[config.mk]
export PLATFORM = sky130hd
export DESIGN_NAME = adjacency_matrix_dfs
export DESIGN_NICKNAME = d
export VERILOG_FILES = /design/src/hdl/amdfs_pkg.sv /design/src/hdl/adjacency_matrix_dfs.sv
export SDC_FILE = /design/constraint.sdc
export NUM_CORES = 1
export LEC_CHECK = 0
export BUFFER_PORTS_ARGS = -buffer_cell sky130_fd_sc_hd__buf_2
export CAP_MARGIN = 5
export CORE_MARGIN = 2
export CORE_UTILIZATION = 40
export DETAILED_ROUTE_END_ITERATION = 6
export SLEW_MARGIN = 25
export SYNTH_ARGS = -nofsm -noshare
export SYNTH_HDL_FRONTEND = slang
export SYNTH_SLANG_ARGS = --single-unit
[constraint.sdc]
create_clock -name i_clk -period 3.6 [get_ports i_clk]
set_input_delay 0.36 -clock i_clk [delete_from_list [all_inputs] [get_ports i_clk]]
set_output_delay 0.36 -clock i_clk [all_outputs]
set_load 0.03 [all_outputs]
[src/hdl/amdfs_pkg.sv]
// Shared constants and request codes for the adjacency matrix DFS block.
package amdfs_pkg;

    localparam int MAX_VERTICES_DEF = 16;

    localparam int VERTEX_W  = 4;
    localparam int REQ_W     = 2;
    localparam int WEIGHT_W  = 16;
    localparam int VCOUNT_W  = 5;
    localparam int IN_DATA_W  = 32;
    localparam int OUT_DATA_W = 8;

    localparam logic [VCOUNT_W-1:0] VCOUNT_RESET = 5'd16;

    typedef logic [REQ_W-1:0] t_req;

    localparam t_req REQ_ADD    = 2'd0;
    localparam t_req REQ_REMOVE = 2'd1;
    localparam t_req REQ_QUERY  = 2'd2;
    localparam t_req REQ_DFS    = 2'd3;

    localparam logic CFG_VCOUNT = 1'b0;
    localparam logic CFG_DIR    = 1'b1;

endpackage

[src/hdl/adjacency_matrix_dfs.sv]
// Adjacency bit matrix with edge update, edge query and depth-first traversal.
// Add/remove: read and write back the row, then the mirror row when undirected; query: read, then
// answer. Traversal: one row scan bit per cycle (held while a hit waits on the result stream) from
// a resume point kept on the stack; each vertex entered or popped on backtrack re-reads its row.
// One request at a time; the next is taken once the sequencer is back to idle.
// Synchronous active-low reset clears the row valid bits (no edges), vertex count 16, undirected.
module adjacency_matrix_dfs #(
    parameter int MAX_VERTICES = amdfs_pkg::MAX_VERTICES_DEF
) (
    input  logic                                i_clk,
    input  logic                                i_rst_n,
    // config write port
    input  logic                                i_cfg_we,
    input  logic                                i_cfg_addr,
    input  logic [amdfs_pkg::VCOUNT_W-1:0]      i_cfg_wdata,
    // request stream
    input  logic                                s_axis_tvalid,
    output logic                                s_axis_tready,
    // [1:0] req_type, [5:2] from_vertex, [9:6] to_vertex, [25:10] edge_weight
    input  logic [amdfs_pkg::IN_DATA_W-1:0]     s_axis_tdata,
    // result stream
    output logic                                m_axis_tvalid,
    input  logic                                m_axis_tready,
    // [3:0] visit_vertex, [4] edge_present
    output logic [amdfs_pkg::OUT_DATA_W-1:0]    m_axis_tdata,
    // [0] range_error
    output logic                                m_axis_tuser,
    output logic                                m_axis_tlast
);

    localparam int VW  = amdfs_pkg::VERTEX_W;
    localparam int IW  = $clog2(MAX_VERTICES);
    localparam int SPW = $clog2(MAX_VERTICES + 1);
    localparam int CW  = (amdfs_pkg::VCOUNT_W > SPW) ? amdfs_pkg::VCOUNT_W : SPW;
    localparam int SEW = VW + SPW;

    localparam logic [3:0] S_IDLE = 4'd0;
    localparam logic [3:0] S_ERR  = 4'd1;
    localparam logic [3:0] S_QRD  = 4'd2;
    localparam logic [3:0] S_QOUT = 4'd3;
    localparam logic [3:0] S_ARD1 = 4'd4;
    localparam logic [3:0] S_AWR1 = 4'd5;
    localparam logic [3:0] S_ARD2 = 4'd6;
    localparam logic [3:0] S_AWR2 = 4'd7;
    localparam logic [3:0] S_DROW = 4'd8;
    localparam logic [3:0] S_DSCN = 4'd9;
    localparam logic [3:0] S_DPOP = 4'd10;
    localparam logic [3:0] S_DFIN = 4'd11;

    // configuration
    logic [amdfs_pkg::VCOUNT_W-1:0] r_vcount;
    logic                           r_dir;

    // sequencer
    logic [3:0]              r_state, n_state;
    logic [VW-1:0]           r_u, n_u;
    logic [VW-1:0]           r_v, n_v;
    logic                    r_on, n_on;
    logic [VW-1:0]           r_top, n_top;
    logic [SPW-1:0]          r_idx, n_idx;
    logic [SPW-1:0]          r_ret, n_ret;
    logic [SPW-1:0]          r_sp, n_sp;
    logic [MAX_VERTICES-1:0] r_visited, n_visited;
    logic [VW-1:0]           r_pend, n_pend;

    // output register
    logic          r_out_valid;
    logic [VW-1:0] r_out_vis;
    logic          r_out_edge;
    logic          r_out_err;
    logic          r_out_last;

    // matrix memory
    logic [MAX_VERTICES-1:0] r_mem [MAX_VERTICES];
    logic [MAX_VERTICES-1:0] r_row_vld;
    logic [MAX_VERTICES-1:0] r_rd_q;
    logic                    r_rd_vld;
    logic                    mem_re, mem_we;
    logic [IW-1:0]           mem_raddr, mem_waddr, mem_bit;
    logic [MAX_VERTICES-1:0] mem_wdata, row_q;

    // traversal stack memory: {resume index of parent, vertex}
    logic [SEW-1:0] r_stk [MAX_VERTICES];
    logic [SEW-1:0] r_stk_q;
    logic           stk_re, stk_we;
    logic [IW-1:0]  stk_raddr, stk_waddr;
    logic [SEW-1:0] stk_wdata;

    // output load
    logic          emit;
    logic [VW-1:0] emit_vis;
    logic          emit_edge, emit_err, emit_last;
    logic          slot_free;

    logic [CW-1:0]  cnt_eff;
    logic           acc;
    amdfs_pkg::t_req in_req;
    logic [VW-1:0]  in_from, in_to;
    logic [amdfs_pkg::WEIGHT_W-1:0] in_weight;
    logic           from_ok, to_ok;
    logic           scan_done, scan_hit;
    logic [SPW-1:0] sp_m2, idx_p1;

    assign in_req    = s_axis_tdata[1:0];
    assign in_from   = s_axis_tdata[5:2];
    assign in_to     = s_axis_tdata[9:6];
    assign in_weight = s_axis_tdata[25:10];

    assign cnt_eff = (CW'(r_vcount) > CW'(MAX_VERTICES)) ? CW'(MAX_VERTICES) : CW'(r_vcount);
    assign from_ok = CW'(in_from) < cnt_eff;
    assign to_ok   = CW'(in_to) < cnt_eff;

    assign s_axis_tready = (r_state == S_IDLE);
    assign acc           = s_axis_tvalid && s_axis_tready;
    assign slot_free     = !r_out_valid || m_axis_tready;

    assign row_q     = r_rd_vld ? r_rd_q : '0;
    assign scan_done = !(CW'(r_idx) < cnt_eff);
    assign scan_hit  = row_q[r_idx[IW-1:0]] && !r_visited[r_idx[IW-1:0]];
    assign sp_m2     = r_sp - SPW'(2);
    assign idx_p1    = r_idx + SPW'(1);

    always_ff @(posedge i_clk) begin
        if (!i_rst_n) begin
            r_vcount <= amdfs_pkg::VCOUNT_RESET;
            r_dir    <= 1'b0;
        end else if (i_cfg_we) begin
            unique case (i_cfg_addr)
                amdfs_pkg::CFG_VCOUNT: r_vcount <= i_cfg_wdata;
                amdfs_pkg::CFG_DIR:    r_dir    <= i_cfg_wdata[0];
                default:               r_vcount <= r_vcount;
            endcase
        end
    end

    always_comb begin
        n_state   = r_state;
        n_u       = r_u;
        n_v       = r_v;
        n_on      = r_on;
        n_top     = r_top;
        n_idx     = r_idx;
        n_ret     = r_ret;
        n_sp      = r_sp;
        n_visited = r_visited;
        n_pend    = r_pend;
        mem_re    = 1'b0;
        mem_raddr = IW'(r_u);
        mem_we    = 1'b0;
        mem_waddr = IW'(r_u);
        mem_bit   = IW'(r_v);
        stk_re    = 1'b0;
        stk_raddr = sp_m2[IW-1:0];
        stk_we    = 1'b0;
        stk_waddr = '0;
        stk_wdata = {SPW'(0), in_from};
        emit      = 1'b0;
        emit_vis  = '0;
        emit_edge = 1'b0;
        emit_err  = 1'b0;
        emit_last = 1'b0;

        unique case (r_state)
            S_IDLE: begin
                if (acc) begin
                    n_u  = in_from;
                    n_v  = in_to;
                    n_on = (in_req == amdfs_pkg::REQ_ADD) && (in_weight != '0);
                    if (in_req == amdfs_pkg::REQ_DFS) begin
                        if (!from_ok) begin
                            n_state = S_ERR;
                        end else begin
                            n_visited = '0;
                            n_visited[IW'(in_from)] = 1'b1;
                            stk_we  = 1'b1;
                            n_sp    = SPW'(1);
                            n_top   = in_from;
                            n_idx   = '0;
                            n_ret   = '0;
                            n_pend  = in_from;
                            n_state = S_DROW;
                        end
                    end else if (!(from_ok && to_ok)) begin
                        n_state = S_ERR;
                    end else if (in_req == amdfs_pkg::REQ_QUERY) begin
                        n_state = S_QRD;
                    end else begin
                        n_state = S_ARD1;
                    end
                end
            end
            S_ERR: begin
                if (slot_free) begin
                    emit      = 1'b1;
                    emit_err  = 1'b1;
                    emit_last = 1'b1;
                    n_state   = S_IDLE;
                end
            end
            S_QRD: begin
                mem_re  = 1'b1;
                n_state = S_QOUT;
            end
            S_QOUT: begin
                if (slot_free) begin
                    emit      = 1'b1;
                    emit_edge = row_q[IW'(r_v)];
                    emit_last = 1'b1;
                    n_state   = S_IDLE;
                end
            end
            S_ARD1: begin
                mem_re  = 1'b1;
                n_state = S_AWR1;
            end
            S_AWR1: begin
                mem_we  = 1'b1;
                n_state = r_dir ? S_IDLE : S_ARD2;
            end
            S_ARD2: begin
                // mirror entry
                mem_re    = 1'b1;
                mem_raddr = IW'(r_v);
                n_state   = S_AWR2;
            end
            S_AWR2: begin
                mem_we    = 1'b1;
                mem_waddr = IW'(r_v);
                mem_bit   = IW'(r_u);
                n_state   = S_IDLE;
            end
            S_DROW: begin
                mem_re    = 1'b1;
                mem_raddr = IW'(r_top);
                n_state   = S_DSCN;
            end
            S_DSCN: begin
                if (scan_done) begin
                    if (r_sp == SPW'(1)) begin
                        n_state = S_DFIN;
                    end else begin
                        // backtrack: fetch the parent and resume its scan
                        stk_re  = 1'b1;
                        n_sp    = r_sp - SPW'(1);
                        n_idx   = r_ret;
                        n_state = S_DPOP;
                    end
                end else if (scan_hit) begin
                    if (slot_free) begin
                        emit      = 1'b1;
                        emit_vis  = r_pend;
                        n_pend    = VW'(r_idx);
                        n_visited[r_idx[IW-1:0]] = 1'b1;
                        if (r_sp < SPW'(MAX_VERTICES)) begin
                            stk_we    = 1'b1;
                            stk_waddr = r_sp[IW-1:0];
                            stk_wdata = {idx_p1, VW'(r_idx)};
                            n_sp      = r_sp + SPW'(1);
                            n_top     = VW'(r_idx);
                            n_ret     = idx_p1;
                            n_idx     = '0;
                            n_state   = S_DROW;
                        end else begin
                            n_idx = idx_p1;
                        end
                    end
                end else begin
                    n_idx = idx_p1;
                end
            end
            S_DPOP: begin
                n_top   = r_stk_q[VW-1:0];
                n_ret   = r_stk_q[SEW-1:VW];
                n_state = S_DROW;
            end
            S_DFIN: begin
                if (slot_free) begin
                    emit      = 1'b1;
                    emit_vis  = r_pend;
                    emit_last = 1'b1;
                    n_state   = S_IDLE;
                end
            end
            default: n_state = S_IDLE;
        endcase
    end

    always_comb begin
        mem_wdata          = row_q;
        mem_wdata[mem_bit] = r_on;
    end

    always_ff @(posedge i_clk) begin
        if (!i_rst_n) begin
            r_state     <= S_IDLE;
            r_sp        <= '0;
            r_out_valid <= 1'b0;
        end else begin
            r_state     <= n_state;
            r_sp        <= n_sp;
            r_out_valid <= emit || (r_out_valid && !m_axis_tready);
        end
    end

    always_ff @(posedge i_clk) begin
        r_u       <= n_u;
        r_v       <= n_v;
        r_on      <= n_on;
        r_top     <= n_top;
        r_idx     <= n_idx;
        r_ret     <= n_ret;
        r_visited <= n_visited;
        r_pend    <= n_pend;
        if (emit) begin
            r_out_vis  <= emit_vis;
            r_out_edge <= emit_edge;
            r_out_err  <= emit_err;
            r_out_last <= emit_last;
        end
    end

    // matrix rows: never-written rows read as no edges
    always_ff @(posedge i_clk) begin
        if (!i_rst_n) begin
            r_row_vld <= '0;
        end else if (mem_we) begin
            r_row_vld[mem_waddr] <= 1'b1;
        end
    end

    always_ff @(posedge i_clk) begin
        if (mem_we) begin
            r_mem[mem_waddr] <= mem_wdata;
        end
        if (mem_re) begin
            r_rd_q   <= r_mem[mem_raddr];
            r_rd_vld <= r_row_vld[mem_raddr];
        end
    end

    always_ff @(posedge i_clk) begin
        if (stk_we) begin
            r_stk[stk_waddr] <= stk_wdata;
        end
        if (stk_re) begin
            r_stk_q <= r_stk[stk_raddr];
        end
    end

    assign m_axis_tvalid = r_out_valid;
    assign m_axis_tdata  = {{(amdfs_pkg::OUT_DATA_W - VW - 1){1'b0}}, r_out_edge, r_out_vis};
    assign m_axis_tuser  = r_out_err;
    assign m_axis_tlast  = r_out_last;

    a_sp_bound: assert property (@(posedge i_clk) disable iff (!i_rst_n)
        r_sp <= SPW'(MAX_VERTICES))
        else $error("stack pointer beyond capacity");

    a_dfs_stack: assert property (@(posedge i_clk) disable iff (!i_rst_n)
        (r_state == S_DROW || r_state == S_DSCN || r_state == S_DPOP) |-> r_sp != '0)
        else $error("traversal running with an empty stack");

    a_visited_bound: assert property (@(posedge i_clk) disable iff (!i_rst_n)
        (r_state == S_DSCN) |-> (CW'($countones(r_visited)) <= cnt_eff))
        else $error("more vertices visited than in use");

    a_err_clean: assert property (@(posedge i_clk) disable iff (!i_rst_n)
        (m_axis_tvalid && m_axis_tuser) |-> (m_axis_tlast && m_axis_tdata == '0))
        else $error("range error beat carries data or is not last");

endmodule
==> results by group, run 1 <==
Status
  – Status: finished, final reports clean

STA
  – FMAX: 302 MHz
  – Max Slew Vio Count: 0
  – Setup TNS: 0 ps
  – Final hold vios: 0
  – # setup viols final: 0
  – RSZ-0062 raised after global routing: no
  – Final Cycle Share: 92.1%
  – Final Skew: a little over 9 ps
  – Rel. slew slack: 42.9%
  – Min cycle time layout: between 3000 and 4000 ps
  – Least-Margin Pin Slew: 841 ps

Global routing
  – Met3 GRT Util: ~2.7%
  – Initial antenna violation count: 0
  – GR Util All Layers: ~18%
  – Met2 Usage GRT: 28.2%
  – Vias in the first global route: approximately 13k
  – Largest net degree at the start of global routing: 85
  – GRT met1 Usage: 25.7%
  – Congestion Overflow GR: 0
  – First-pass GRT wire length: 76500 um
  – GRT Max-Usage Layer: met2

Cells and area
  – Synth-to-layout area growth: 15.1%
  – Fillers: approximately 4.7k
  – Finished Layout Cells: 2350
  – NumNets Final: 1676
  – Share of cells above drive strength 1: 20.1%
  – Ant. Diodes: 0

Place
  – Placer Congestion: between 0.8 and 0.9
  – Port bufs: 45
  – DP Wirelength: 32200 um
  – Dpl cells: 2250

Yosys
  – Post-synthesis sequential area ratio: 68.7%
  – Count of unique library cells instantiated by Yosys: 63
  – Share of the synthesized area in the top cell type: about two thirds
  – Ys async rst share: 0%
  – Number of synthesis warnings: 0
  – Avg Inst Size Synth: 14.5 um^2
  – Count leader, synth: edfxtp_1
  – Post-Syn Area: 21700 um^2
  – Synthesized instance count: between 1k and 1.5k
  – Top_reg_cell synth: edfxtp_1
  – Synth area leaders: edfxtp_1 (66%), mux4_2 (5.6%), nand2_1 (3.3%)
  – EDFF count, synth: 476
  – Post-synthesis sequential element count: 508
  – Commonest cells post-synth: edfxtp_1 (476), nand2_1 (190), clkbuf_1 (70)
  – Synth area leader: edfxtp_1

Worst setup path
  – Worst Setup SP: r_idx[0]
  – CP Max Fanout: 9
  – CP startpoint kind: flop
  – Req. time, crit path: 3900 ps
  – Critical Path AT: 3610 ps
  – R2r startpoint: r_idx[0]
  – Crit end category: flop
  – WS Path Type: flop to flop

Power
  – Maximum vdd ir drop: 0.000420 V
  – Clock share of power: about 28%
  – Pleak: 8.51 nW
  – Cell Int Power: 12.0 mW
  – Share of total power in combinational logic: ~28%
  – Part of the power in registers: ~45%
  – Power per cell area: ~700 nW/um^2
  – Psw: 5.52 mW
  – Pwr Total: 17.5 mW
  – Switch share: 31.5%

Clock tree
  – Num CTS Buffers: 50
  – Root buffer cell: clkbuf_16
  – Total clock sinks: 508
  – Postcts setup bufs: 0
  – CTS Buffer Depth: 3
  – CTS tree: done
  – H-tree level count: 2
  – Clk slew on worst S/H paths: roughly 60 ps
  – Cts repair resizes: 0
  – Skew-Pair Late Insertion Delay: 590 ps
  – # hold bufs at CTS: 7

Die
  – Row count: 85
  – Core area: 53800 um^2
  – Initial core utilization: 40.4%
  – Vert. Die Dim: 237 um
  – Die Area: between 50000 and 60000 um^2
  – Ports: 55
  – Die X: 237 um

Detailed routing
  – Detailed Routing Iterations Pass 1: 4
  – Residual DRC count: 0
  – Vias per cell: 5.54
  – Number of nets with antenna violations after routing: 0
  – Iteration-0 DRC Markers: 1034
  – Vias: 13.0k
  – Aggregate routed wire length: 50700 um
  – Routed WL per cell: 21.6 um

Run
  – MaxCap Viol Count: 0

Min path
  – Hold Crit Start: i_cfg_wdata[2]
  – HP Class: input pin to flop
==> power groups by stage <==
stage | Clock, mW | Sequential [mW] | Combinational (mW)
after floorplan | 0 | 7.80 | 3.17
after global placement | 0 | 7.98 | 4.71
after detailed placement | 0 | 7.99 | 4.78
after CTS | 4.98 | 7.87 | 4.82
after global routing | 5.21 | 7.91 | 5.23
final | 4.85 | 7.87 | 4.81
==> cell families after synthesis <==
family,share of synthesized area [%]
other,0.0172
adder cells (fa/ha/maj),1.15
buffers and inverters,2.19
AND/OR/NAND/NOR,9.51
XOR/XNOR,0.242
flip-flops,68.7
multiplexers,9.30
AO/OA/AOI/OAI,8.93
==> flip-flops by register name (all words and copies together), names as in the netlist, 4 cells and up <==
register / count
r_v: 4
r_idx: 5
r_out_vis: 4
r_ret: 5
r_visited: 16
r_vcount: 5
r_stk_q: 9
r_u: 4
r_pend: 4
r_mem: 256
r_sp: 5
r_row_vld: 16
r_top: 4
r_stk: 144
r_rd_q: 16
r_state: 4
==> metrics by stage <==
| stage | cell area, um^2 | utilization (%) | setup WS, ps | hold WS, ps |
|---|---|---|---|---|
| after floorplan | 21800 | - | 230 | 432 |
| after global placement | 23400 | 43.5 | 369 | 441 |
| after detailed placement | 23400 | 43.6 | 342 | 451 |
| after CTS | 25000 | 46.5 | 320 | 4.17 |
| after global routing | 25000 | 46.5 | 178 | 12.0 |
| final | 25000 | 46.5 | 284 | 34.5 |
==> layer usage <==
metal / part of all wire [%] / up-vias
li1: - / 6038
met1: 45 / 6525
met2: 46 / 371
met3: 6.0 / 86
met4: 2.7 / 0
met5: 0 / -
==> worst paths after layout <==
check,endpoint,slack (ps),cells after the start
hold / removal,r_vcount[2],30,3
setup reg to reg,r_stk[1][1],280,8
hold reg to reg,r_row_vld[6],460,1
setup / recovery,r_stk[1][1],280,8
==> placed cells by master, fill, tap and decap left out, types with 17 or more instances in the layout <==
cell / instances
a211oi_1: 51
a21oi_1: 39
a221o_1: 21
a31oi_1: 40
and2_0: 37
and2_1: 22
and3_1: 21
buf_2: 45
buf_4: 102
clkbuf_16: 50
dfxtp_1: 30
edfxtp_1: 476
ha_1: 20
inv_1: 18
mux2_2: 20
mux2i_1: 52
mux4_2: 54
nand2_1: 190
nand3_1: 23
nor2_1: 52
nor2_2: 17
o21a_1: 21
o21ai_0: 45
o32ai_1: 17
==> layout make-up <==
type	instances	area [um^2]	share of cell area [%]
sequential	508	14900	59.7
multi-input combinational	874	6450	25.8
clock buffer	61	1290	5.16
timing repair buffer	161	1200	4.80
tap	696	871	3.48
clock inverter	32	216	0.865
inverter	18	67.6	0.270
==> worst max-delay path, cell delays in order (launching register included) <==
cell	delay [ps]
edfxtp_1	550
mux4_2	560
a22oi_1	210
nand2_1	190
nor4_4	320
nand3_1	240
or3_1	460
nor3_1	240
buf_4	250
No activity file was read; power rests on OpenSTA's default activity.
==> run 2: changes to the inputs <==
Settings changed: CTS_BUF_LIST set to sky130_fd_sc_hd__clkbuf_4.
==> run 2 against run 1 <==
First-iteration DRC count shrank 1.5%. Via count is 4.8% higher. Sequential power is essentially flat. Utilization increased by 0.53 points. Routed wire length grew 1.8%. Clock skew increased by 35 ps. Critical endpoint is now r_stk[1][7].
==> results by group, run 2 (synthesis gave the netlist of run 1 again) <==
Place
  – Port bufs: 45 (unchanged)
  – Placer Congestion: 0.835 (unchanged)
  – DP Wirelength: 32200 um (unchanged)

STA
  – Setup TNS: 0 ps (unchanged)
  – Min cycle time layout: 3310 ps (-2.03 ps)
  – RSZ-0062 raised after global routing: no
  – # setup viols final: 0 (unchanged)
  – Final Cycle Share: 92.1% (about the same)
  – Final hold vios: 0 (unchanged)
  – Final Skew: 44.5 ps (+35.4 ps)
  – Rel. slew slack: 41.9% (-0.92 points)
  – Max Slew Vio Count: 0 (unchanged)
  – FMAX: 302 MHz (about the same)
  – Least-Margin Pin Slew: 854 ps (+13.5 ps)

Cells and area
  – Register name with the most flops: r_mem
  – Share of cells above drive strength 1: 25.5% (+5.5 points)
  – Commonest non-fill, non-tap cell in the layout: edfxtp_1
  – NumNets Final: 1780 (+6.2%)
  – Synth-to-layout area growth: 16.4%
  – Commonest non-fill, non-tap cells in the layout: edfxtp_1 (476), nand2_1 (190), clkbuf_4 (181), buf_4 (102), mux4_2 (54)
  – Max reg flops: 256 (unchanged)
  – Largest regs: r_mem x256, r_stk x144

Worst setup path
  – Slowest cell on crit path: mux4_2
  – Sequence of cells on the critical path: mux4_2 > a22oi_1 > nand2_1 > nor4_4 > nand3_1 > or3_1 > nor3_1 > buf_4
  – WS Path Type: flop to flop
  – Req. time, crit path: 4110 ps (+210 ps)
  – Max stage delay on crit path: 560 ps (about the same)
  – Critical Path AT: 3830 ps (+220 ps)
  – CP Max Fanout: 9 (unchanged)
  – CP top delay family: simple AND/OR/NAND/NOR gates
  – CP startpoint kind: flop
  – Critical path buffers and inverters: 1 (unchanged)
  – Crit end category: flop

Power
  – Maximum vdd ir drop: 0.000447 V (+6.6%)
  – Power per cell area: 687 nW/um^2 (-1.9%)
  – Pwr Total: 17.4 mW (-0.78%)
  – Pleak: 8.81 nW (+3.5%)

Die
  – Ports: 55 (unchanged)
  – Vert. Die Dim: 237 um (unchanged)
  – Die X: 237 um (unchanged)
  – Die Area: 56300 um^2 (unchanged)
  – Initial core utilization: 40.4% (unchanged)
  – Row count: 85 (unchanged)
  – Core area: 53800 um^2 (unchanged)

Detailed routing
  – Routed WL per cell: 20.7 um (-4.0%)
  – Detailed Routing Iterations Pass 1: 5 (+1)
  – Iteration-0 DRC Markers: 1018 (-1.5%)
  – Aggregate routed wire length: 51600 um (+1.8%)
  – Vias per cell: 5.48 (-1.1%)
  – Vias: 13.6k (+4.8%)
  – Number of nets with antenna violations after routing: 0 (unchanged)
  – Residual DRC count: 0 (unchanged)

Clock tree
  – Total clock sinks: 508 (unchanged)
  – CTS tree: done
  – CTS Buffer Depth: 3 (unchanged)
  – H-tree level count: 4 (+2)
  – Clk slew on worst S/H paths: 70 ps (about the same)
  – Num CTS Buffers: 130 (+160%)
  – Skew-Pair Late Insertion Delay: 840 ps (+250 ps)
  – Cts repair resizes: 0 (unchanged)
  – Root buffer cell: clkbuf_4

Run
  – MaxCap Viol Count: 0 (unchanged)

Global routing
  – GR Util All Layers: 18.4% (+0.46 points)
  – Vias in the first global route: 13.6k (+6.5%)
  – First-pass GRT wire length: 78200 um (+2.2%)
  – Congestion Overflow GR: 0 (unchanged)
  – Initial antenna violation count: 1 (+1)
  – Largest net degree at the start of global routing: 85 (unchanged)

Min path
  – HP Class: input pin to flop

Status
  – Status: finished, final reports clean
==> run 2: cell count changes in the layout (fill, tap and decap cells not counted), moves of 2 or more <==
cell,before,now
clkbuf_16,50,0
inv_6,2,0
clkbuf_4,0,181
clkinv_2,8,0
dlygate4sd3_1,7,31
inv_2,0,6
clkbuf_1,11,0
==> run 2: routing by layer <==
layer	track usage (%)	wire length (um)	part of all wire (%)	vias to the layer above
met5	0	0	0	-
met1	25.0	23000	45	6771
li1	-	-	-	6317
met4	7.39	1210	2.3	0
met3	4.16	3260	6.3	99
met2	28.8	24200	47	461
==> run 2: power by group <==
group	internal (mW)	switching (mW)
Clock	2.51	2.18
Combinational	1.83	3.01
Sequential	7.51	0.360
Total	11.9	5.55
==> run 2: timing repair <==
action	in CTS	in global routing
hold buffers	31	0
endpoints found under the setup margin	0	0
hold endpoints to repair	41	0
buffers inserted	0	0
==> run 2: path summary, 6_finish.rpt <==
kind	end	slack (ps)	start	cells past startpoint
worst max-delay path	r_stk[1][7]	290	r_idx[0]	8
worst min-delay path	r_u[3]	150	s_axis_tvalid	2
worst max register to register	r_stk[1][7]	290	r_idx[0]	8
worst min register to register	r_row_vld[10]	460	r_row_vld[10]	1
==> run 2: stage by stage <==
step           std cells  utilization, %  hold slack, ps  cell area, um^2  setup slack [ps]
6_report            2491            47.1             147            25300               286
5_1_grt             2491            47.1             105            25300              35.8
4_1_cts             2490            47.0            75.0            25300               310
3_5_place_dp        2250            43.6             451            23400               342
3_3_place_gp        2250            43.5             441            23400               369
2_1_floorplan       1499               -             432            21800               230
==> run 2: area by class of cell <==
class,count,area [um^2]
Clock buffer,181,1360
Tap cell,696,871
Clock inverter,28,191
Timing Repair Buffer,185,1440
Inverter,18,67.6
Sequential cell,508,14900
Multi-Input combinational cell,874,6450
Fill cell,4723,28500
Antenna cell,1,2.50
